**src/sv/bts_pkg.sv**
```systemverilog
// Shared types, codes and arithmetic for the bilinear texture sampler.
package bts_pkg;

  typedef enum logic [0:0] {
    OP_WRITE  = 1'b0,
    OP_SAMPLE = 1'b1
  } op_e;

  typedef enum logic [0:0] {
    CFG_TEX_WIDTH  = 1'b0,
    CFG_TEX_HEIGHT = 1'b1
  } cfg_addr_e;

  typedef enum logic [1:0] {
    KIND_WRITE,
    KIND_SAMPLE,
    KIND_GREY
  } kind_e;

  localparam int unsigned CfgBits = 9;

  typedef struct packed {
    logic               operation;
    logic signed [31:0] u_coord;
    logic signed [31:0] v_coord;
    logic [15:0]        write_index;
    logic [15:0]        write_red;
    logic [15:0]        write_green;
    logic [15:0]        write_blue;
  } bts_in_t;

  typedef struct packed {
    logic [15:0] red_out;
    logic [15:0] green_out;
    logic [15:0] blue_out;
  } bts_out_t;

  // queue entry between front and back
  typedef struct packed {
    kind_e       kind;
    logic [15:0] fu;
    logic [15:0] fv;
    logic [15:0] widx;
    logic [15:0] red;
    logic [15:0] green;
    logic [15:0] blue;
  } bts_entry_t;

  // (a*(65536-t) + b*t) >> 16, written as a + floor((b-a)*t / 65536)
  function automatic logic [15:0] bts_lerp(logic [15:0] a, logic [15:0] b, logic [15:0] t);
    logic signed [17:0] d;
    logic signed [34:0] p;
    logic signed [17:0] s;
    d = $signed({2'b00, b}) - $signed({2'b00, a});
    p = d * $signed({1'b0, t});
    s = $signed({2'b00, a}) + 18'(p >>> 16);
    return s[15:0];
  endfunction

endpackage

```
**src/sv/bts_front.sv**
```systemverilog
// Front end: classifies accepted items, queues all but out-of-range writes.
module bts_front #(
  parameter int unsigned MAX_WIDTH  = 256,
  parameter int unsigned MAX_HEIGHT = 256
) (
  input  logic                clk_i,
  input  logic                rst_ni,
  input  logic                in_valid_i,
  output logic                in_ready_o,
  input  bts_pkg::bts_in_t    in_item_i,
  input  logic                tex_empty_i,
  output logic                q_valid_o,
  input  logic                q_ready_i,
  output bts_pkg::bts_entry_t q_item_o
);
  import bts_pkg::*;

  localparam int unsigned Depth = MAX_WIDTH * MAX_HEIGHT;
  localparam int unsigned QDepth = 4;
  localparam int unsigned PtrW = $clog2(QDepth);

  bts_entry_t          q_mem_q [QDepth];
  logic [PtrW-1:0]     wr_ptr_q, rd_ptr_q;
  logic [PtrW:0]       cnt_q;
  bts_entry_t          entry;
  logic                push, pop, drop;

  assign in_ready_o = (cnt_q < (PtrW + 1)'(QDepth));
  assign q_valid_o  = (cnt_q != '0);
  assign q_item_o   = q_mem_q[rd_ptr_q];

  always_comb begin
    entry.fu    = in_item_i.u_coord[15:0];
    entry.fv    = in_item_i.v_coord[15:0];
    entry.widx  = in_item_i.write_index;
    entry.red   = in_item_i.write_red;
    entry.green = in_item_i.write_green;
    entry.blue  = in_item_i.write_blue;
    drop        = 1'b0;
    if (in_item_i.operation == OP_WRITE) begin
      entry.kind = KIND_WRITE;
      drop = (32'(in_item_i.write_index) >= Depth);
    end else if (tex_empty_i) begin
      entry.kind = KIND_GREY;
    end else begin
      entry.kind = KIND_SAMPLE;
    end
  end

  assign push = in_valid_i && in_ready_o && !drop;
  assign pop  = q_valid_o && q_ready_i;

  always_ff @(posedge clk_i or negedge rst_ni) begin
    if (!rst_ni) begin
      wr_ptr_q <= '0;
      rd_ptr_q <= '0;
      cnt_q    <= '0;
    end else begin
      if (push) wr_ptr_q <= wr_ptr_q + 1'b1;
      if (pop)  rd_ptr_q <= rd_ptr_q + 1'b1;
      cnt_q <= cnt_q + (PtrW + 1)'(push) - (PtrW + 1)'(pop);
    end
  end

  always_ff @(posedge clk_i) begin
    if (push) q_mem_q[wr_ptr_q] <= entry;
  end

endmodule

```
**config.mk**
```make
export PLATFORM = sky130hd
export DESIGN_NAME = bts_front
export DESIGN_NICKNAME = d
export VERILOG_FILES = /design/src/sv/bts_pkg.sv /design/src/sv/bts_front.sv
export SDC_FILE = /design/constraint.sdc
export NUM_CORES = 1
export LEC_CHECK = 0
export BUFFER_PORTS_ARGS = -buffer_cell sky130_fd_sc_hd__clkbuf_2
export CORE_MARGIN = 10
export CORE_UTILIZATION = 55
export CTS_CLUSTER_DIAMETER = 50
export CTS_CLUSTER_SIZE = 20
export DETAILED_ROUTE_END_ITERATION = 8
export GPL_ROUTABILITY_DRIVEN = 0
export MAX_ROUTING_LAYER = met4
export PLACE_DENSITY = 0.79
export SLEW_MARGIN = 20
export SYNTH_ARGS = -nofsm -noshare
export SYNTH_HDL_FRONTEND = slang
export SYNTH_SLANG_ARGS = --single-unit
```
**constraint.sdc**
```tcl
create_clock -name clk_i -period 11.5 [get_ports clk_i]
set_clock_uncertainty 0.15 [all_clocks]
set_input_delay 2.875 -clock clk_i [delete_from_list [all_inputs] [get_ports clk_i]]
set_output_delay 2.875 -clock clk_i [all_outputs]
set_load 0.03 [all_outputs]
```
# Word-level counts from Yosys, hierarchy flattened
# Memory sizes are Yosys's and may differ from the RTL's.
# Index checks and enable logic that the tools add are counted.
# totals
regBits	7
ramBits	392
in_bits	134
n_memories	1
# mem_list
memory	words	word_bits	read_ports	rd_clocked_by_memory_dff	write_ports	line_no	rtl
q_mem_q	4	98	1	0	1	bts_front.sv:22	bts_entry_t q_mem_q [QDepth];
# op_classes
addsub	4
n_lt_le_gt_ge	1
muxes	4
reduce_logical	3
# op_table
op	n
2-bit by 1-bit adder with 2-bit output, second input constant	2
2-bit two-way mux	2
3-bit by 1-bit adder with 3-bit output	1
3-bit < comparator, second input constant	1
3-bit nonzero test	1
3-bit by 1-bit subtractor with 3-bit output	1
1-bit logical AND	2
1-bit two-way mux	2

# Logic depth before layout (Yosys ltp)
# Gate-level depths: netlist (run 1).
# depth
depth_word	4
depth_mapped	8

# Least setup slack after synthesis (run 1)
# OpenSTA, ideal clock, no wires.
# synth_timing
path_kind	input to register
startpoint	in in_valid_i
endpoint	mem q_mem_q[0][0] (netlist name) (enable)
setup_ns	0.468
t_arrival_ns	5.514
required_ns	10.882
slack_ns	5.368
stages	2
cell_sequence	nor2b_1 and2_1
# synth_via
elab_chain_cells	3
# synth_rtl
item	line_no	rtl
start: declaration	bts_front.sv:8	input logic in_valid_i,
1-bit logical AND	bts_front.sv:50	assign push = in_valid_i && in_ready_o && !drop;
1-bit two-way mux	bts_front.sv:66	if (push) q_mem_q[wr_ptr_q] <= entry;
1-bit two-way mux (implied by the code)	bts_front.sv:66	
end: declaration	bts_front.sv:22	
# Every way passes these cells.

==> results list, run 1 <==
* Status: complete, no violations
* Max frequency: 164 MHz
- Ratio of cells with drive above 1 in the final layout: 46.3%
- The number of antenna violations at the first check in global routing is 2.
- Number of ports placed on the die boundary: 234
- Global routing usage summed across all routing layers: 16.6%
* Detailed Routing Iterations Pass 1: 4
* Peak supply drop: 0.000224 V
- The library cell used most frequently in the layout, excluding fill and tap cells, is edfxtp_1.
- Setup violations remaining at the end of the flow were counted as 0.
- Via-per-instance ratio: 5.68
- Transition time at the pin with the least slew margin: 978 ps
- STA classifies the critical path startpoint as a flop.
- In this run the mean area of a mapped cell was 26.7 sq um.
* Hold Buf Count CTS: 0
- Number of pins with negative max-slew slack in the final report: 0
- The tool flagged a number of max-cap violations equal to 0.
- Worst slack at placement: 5450 ps
* Crit path DAT: 3060 ps
- Synthesis produced a netlist with a net count of 690.
* Synthesized netlist cell count: 549
- Worst slew margin relative to its limit: 34.8%
- Counting along the longest clock path gives a buffer depth of 3.
- The clock network is responsible for 24.7% of the overall power.
* Mean routed wirelength per cell: 24.0 um
- For this design the static power due to leakage is 5.80 nW.
* Shortest period the worst path allows: 6090 ps
- The die is 183 um tall.
- For this run, the number of Yosys warnings is 0.
* Number of failing hold endpoints at the final stage: 0
- Number of sinks driven by the clock tree: 399
- After detailed routing, the number of remaining DRC violations is 0.
- For this block, the initial DRC count from the detailed router was 493.
- The first global-routing pass estimated 42000 um of wire.
- The detail route stage leaves a number of antenna-violating nets equal to 0.
- R2R Path Start: cnt_q[2]
- Number of library cell types mapped by synthesis: 18
* Crit path max fanout: 49
* Placement Rows: 59
- The top cell types in the final layout, fill and taps aside, are 392 x edfxtp_1, 201 x clkbuf_2, 98 x mux4_2, 31 x clkbuf_16, 7 x inv_1.
- Wires add up to 27100 um.
- STA classifies the critical path endpoint as an output pin.
- Clock tree root buffer cell: clkbuf_16
* Tcrit/Tclk final: 52.9%
* Area growth from synthesis to layout: 16.0%
- CTS built an H-tree with a depth of 1.
* Sw power: 1.54 mW
* PnR worst setup slack: 5410 ps
- Setup bufs post-CTS: 0
- Clock input transition at the sequential cells of the worst setup and hold paths: 80 ps
- During placement, the flow inserted port buffers numbering 201.
- The critical path is of the flop to output pin type.
- Class of the tightest hold or removal check: flop to flop
- Number of nets at the end of the flow: 909
- Number of global-route vias before repair: 7195
- The design draws 4.51 mW.
- TritonCTS built the clock tree.
- Data required time of the worst path: 8480 ps
- Of the total power, the share spent switching nets is 34.2%.
* Part of the Yosys area used for sequential elements: 81.5%
- Cell area after synthesis: 0.0147 sq mm
- After synthesis the netlist holds a flip-flop and latch count of 399.
- The share of synthesized area in the top cell type comes to 80.3%.
- TritonCTS buffer count: 31
- Quantity of gates resized following cts: 0
- The routed layout has 6423 vias.
* Worst Min Path Start: cnt_q[0]
* Logic pwr share: 32.2%
- Entering global routing, the biggest net connects 56 pins.
* Final setup TNS: 0 ps
- Placement Cell Area: 0.0159 sq mm
- Critical path startpoint: rd_ptr_q[0]
- Hpwl dp: 16600 um
* Congestion Overflow GR: 0
- Int Power: 2.96 mW
* Placeable core region: 0.0261 sq mm
- At the later pin of the worst-skew pair, clock insertion delay measures 550 ps.
* Worst hold slack: 427 ps
* Synth area leaders: edfxtp_1 80%, mux4_2 15%, buf_12 1.4%
* Areal power density over the cells: 265 mW/mm^2
* Post-Layout Inst Area: 0.0170 sq mm
- Die Wd: 183 um
* Die area: 0.0336 sq mm
- Unrepaired setup endpoints after global routing: false
- The share of total power dissipated in sequential elements is 43.1%.
- Cell taking the most area after synthesis: edfxtp_1
- Starting utilization of the core area: 56.1%
==> flip-flops by register name, summed over array words and instances, names as in the netlist <==
signal and count:
rd_ptr_q 2, wr_ptr_q 2, cnt_q 3, q_mem_q 392
==> per-layer routing <==
metal | global-route usage [%] | wire length [um]
met1 | 20.1 | 10300
met2 | 27.6 | 14100
met3 | 4.94 | 2270
met4 | 3.28 | 396
met5 | - | 0
==> critical path: stages, from the launching register on <==
cell and delay (ps):
dfrtp_4 770, buf_4 830, mux4_2 610, clkbuf_2 230
==> metrics by stage <==
step	utilization [%]	cells
final	65.1	1130
after global routing	65.1	1129
after CTS	65.0	1126
after detailed placement	60.8	1069
after global placement	60.8	1069
after floorplan	-	549
==> cell type report <==
cell class              count  area [sq um]
fillers                  1683          9130
clock buffers              32           779
repair buffers            208          1070
inverters                   7          26.3
diodes                      3          7.51
well taps                 335           419
flip-flops and latches    399         12000
clock inverters            25           315
multi-input cells         121          2430
==> kinds of logic (layout without fill, tap and decap cells) <==
kind of cell | count (synthesis) | in the layout | synth area share [%]
buffers and inverters | 29 | 272 | 2.01
adder cells (fa/ha/maj) | 7 | 7 | 0.648
flip-flops | 399 | 399 | 81.5
other | 0 | 3 | 0
multiplexers | 99 | 99 | 15.1
AO/OA/AOI/OAI | 2 | 2 | 0.119
AND/OR/NAND/NOR | 8 | 8 | 0.341
XOR/XNOR | 5 | 5 | 0.299
==> synth_stat cells <==
cell / number
xor2_1: 1
buf_12: 10
edfxtp_1: 392
mux4_2: 98
fa_1: 1
ha_1: 6
or3_1: 1
buf_2: 10
buf_6: 1
buf_4: 1
o311ai_0: 1
inv_1: 7
dfrtp_1: 7
xnor2_1: 4
and2_1: 5
nor2b_1: 2
mux2_2: 1
o31a_1: 1
==> power groups by stage <==
stage               registers, mW  logic, mW  clock network, mW
global route                 1.97       1.54               1.20
global placement             1.99       1.42                  0
floorplan                    1.91       1.20                  0
detailed placement           2.01       1.45                  0
CTS                          1.98       1.45               1.14
finish                       1.94       1.45               1.11
==> final timing paths <==
path / end / slack (ps) / cells past startpoint
min: cnt_q[0] / 430 / 1
max in group asynchronous: rd_ptr_q[1] / 9030 / 1
max reg2reg: q_mem_q[3][11] / 8550 / 3
min in group asynchronous: rd_ptr_q[0] / 1990 / 1
max: q_item_o[89] / 5410 / 3
min reg2reg: cnt_q[0] / 430 / 1
Note: power is estimated with default switching activity, not from simulation.
==> inputs of run 2 (changes only) <==
==> constraint.sdc (replaced) <==
create_clock -name clk_i -period 6.25 [get_ports clk_i]
set_clock_uncertainty 0.15 [all_clocks]
set_input_delay 1.5625 -clock clk_i [delete_from_list [all_inputs] [get_ports clk_i]]
set_output_delay 1.5625 -clock clk_i [all_outputs]
set_load 0.03 [all_outputs]
==> run 2 against run 1 <==
Wire length up 0.98%. Cell area down 0.15%. Setup slack worse by 3600 ps. Largest cell class unchanged. Largest power group unchanged. Critical path depth unchanged. Clock-buffer cell count up 2. Power up 83%. Utilization down 0.10 points. Cell count up 0.27%. Highest routed layer unchanged. Worst hold slack worse by 6.9 ps. Clock power up 77%. Register-to-register slack worse by 5100 ps.
==> results list, run 2 (same netlist as run 1, synthesis figures left out) <==
* Congestion Overflow GR: 0 (unchanged)
- Data required time of the worst path: 4540 ps (-3940 ps)
- Static timing analysis puts the maximum clock frequency at 226 MHz.
- Placement Rows: 59 (unchanged)
- Setup bufs post-CTS: 0 (unchanged)
- Critical Setup Path Class: flop to output pin
- TritonCTS buffer count: 31 (unchanged)
- Status: complete, no violations
* Antenna violations before repair: 2 (unchanged)
* Post-layout utilization of the core: 65.0% (-0.10 points)
- From synthesis to final layout, the design area changed by 15.8%.
- Peak supply drop: 0.000323 V (+44%)
* Number of failing hold endpoints at the final stage: 0 (unchanged)
- Walking the worst path, the cells encountered are buf_4, mux4_2, clkbuf_2.
- The worst slew margin relative to its limit is 30.5% (-4.3 points).
- CTS tree: built
- Bufs on Longest Clock Path: 3 (unchanged)
- The accumulated negative setup slack was 0 ps (unchanged).
* Leading cell type in the layout, fill and taps excluded: edfxtp_1
* H-tree depth: 1 (unchanged)
- The number of remaining DRC errors came to 0 (unchanged).
- The hold path depth was 1 (unchanged).
- The number of sinks driven by the clock tree is 399 (unchanged).
* Crit path max fanout: 55 (+12%)
* Number of nets at the end of the flow: 914 (+0.55%)
- Global routing usage summed across all routing layers: 16.7% (+0.033 points)
- Hold Buf Count CTS: 0 (unchanged)
- Grouping stages by cell kind, the critical path spends the most delay in flip-flops.
* Starting DRT DRC Count: 447 (-9.3%)
- Quantity of gates resized following cts: 0 (unchanged)
- Clock network latency to the later pin of the worst-skew pair: 560 ps (about the same)
- The worst-case register-to-register setup slack was 3430 ps (-5120 ps).
- Die Y: 183 um (unchanged)
- Port bufs: 201 (unchanged)
* Regs by FF count: q_mem_q: 392 flops, cnt_q: 3 flops
- Transition time at the pin with the least slew margin: 1040 ps (+64.4 ps)
* Areal power density over the cells: 484 mW/mm^2 (+83%)
- The wire length of the first global-routing pass came to 42000 um (about the same).
- STA classifies the critical path endpoint as an output pin.
- Max reg flops: 392 (unchanged)
* Sink of the worst hold path: cnt_q[0]
- Clock input transition at the sequential cells of the worst setup and hold paths: 80 ps (about the same)
- Mean routed wirelength per cell: 24.2 um (+0.72%)
* CP max-delay cell: dfrtp_4
- Placeable core region: 0.0261 sq mm (unchanged)
- Die Wd: 183 um (unchanged)
- The static power due to leakage was 5.80 nW (about the same).
* Detailed Routing Iterations Pass 1: 4 (unchanged)
* Unrepaired setup endpoints after global routing: false
* Crit path DAT: 2710 ps (-350 ps)
- Number of setup violations in the final report: 0 (unchanged)
* Buf+Inv Stages, Crit Path: 2 (unchanged)
* Ratio of cells with drive above 1 in the final layout: 46.1% (-0.23 points)
- Setup crit start kind: flop
- After layout, the minimum clock period comes to 4420 ps.
- FF-to-FF End: q_mem_q[0][50]
- Starting utilization of the core area: 56.1% (unchanged)
* Count of vias placed by the detailed router: 6460 (+0.58%)
- The startpoint identified for the worst register-to-register timing path is cnt_q[2].
* Number of ports placed on the die boundary: 234 (unchanged)
* Clock tree root buffer cell: clkbuf_16
* Number of filler instances in the final layout: 1692 (+0.53%)
* Worst Min Path Start: cnt_q[0]
- FF-to-FF path depth: 3 (unchanged)
- The number of vias per cell after detailed routing is 5.70 (+0.31%).
* Tcrit/Tclk final: 70.7%
- Register with the most flip-flops: q_mem_q
* Pin count of the biggest net entering global routing: 66 (+18%)
* Antenna violation net count after detailed routing: 0 (unchanged)
* Maximum single-stage delay on the critical path: 1000 ps (+170 ps)
* Max Cap Viol: 0 (unchanged)
* Class of the tightest hold or removal check: flop to flop
- Number of pins with negative max-slew slack in the final report: 0 (unchanged)
- Highest-count cells in the layout ignoring fill and taps: 392 x edfxtp_1, 201 x clkbuf_2, 98 x mux4_2, 31 x clkbuf_16, 11 x buf_4
- Number of global-route vias before repair: 7150 (-0.63%)
- Total wire length: 27400 um (+0.98%)
- The die footprint is 0.0336 sq mm (unchanged).
- Hpwl dp: 17100 um (+3.0%)
run 2: cell types whose count changed in the layout (fill, tap and decap cells not counted), sizes merged:
cell	previous run	this run
inv	15	14
clkbuf	233	235
buf	7	12
bufinv	4	3
clkinv	11	10
diode	3	2
run 2: power by group:
part	internal (mW)	switching (mW)
clock	1.06	0.907
combinational	0.986	1.70
sequential	3.37	0.211
run 2: final cells by class:
class / count / area, sq um / share of cell area [%]
Sequential cell: 399 / 12000 / 70.4
Antenna cell: 2 / 5.00 / 0.0295
Tap cell: 335 / 419 / 2.47
Clock inverter: 22 / 246 / 1.45
Multi-Input combinational cell: 121 / 2430 / 14.3
Clock buffer: 34 / 787 / 4.63
Timing Repair Buffer: 213 / 1110 / 6.53
Inverter: 7 / 26.3 / 0.155
run 2: worst max-delay path by stage:
stage / endpoint / slack (ps) / cells past startpoint / startpoint
finish: q_item_o[22] / 1830 / 3 / rd_ptr_q[1]
global route: q_item_o[21] / 1670 / 3 / rd_ptr_q[0]
CTS: q_item_o[22] / 1750 / 3 / rd_ptr_q[1]
detailed placement: q_mem_q[0][53] / 2210 / 4 / in_valid_i
global placement: q_mem_q[0][54] / 2330 / 4 / in_valid_i
floorplan: q_mem_q[0][0] / 1430 / 2 / in_valid_i
run 2: stage by stage:
stage	std cells	setup WS [ps]	instance area, sq um	power [mW]	hold WS [ps]
3_3_place_gp	1075	2330	15900	6.30	372
2_1_floorplan	549	1430	14700	5.72	360
5_1_grt	1133	1670	17000	8.59	441
6_report	1133	1830	17000	8.23	421
4_1_cts	1131	1750	17000	8.35	411
3_5_place_dp	1075	2210	15900	6.39	391
run 2: per-layer routing:
metal  global-route usage, %  part of all wire [%]
met5                       -                     0
met4                    3.08                   1.6
met3                    4.92                   7.6
met2                    28.2                    52
met1                    19.7                    38
run 2: worst register-to-register path: stages, from the launching register on:
cell,delay [ps]
dfrtp_1,430
nor2b_1,500
and2_4,940
buf_4,460
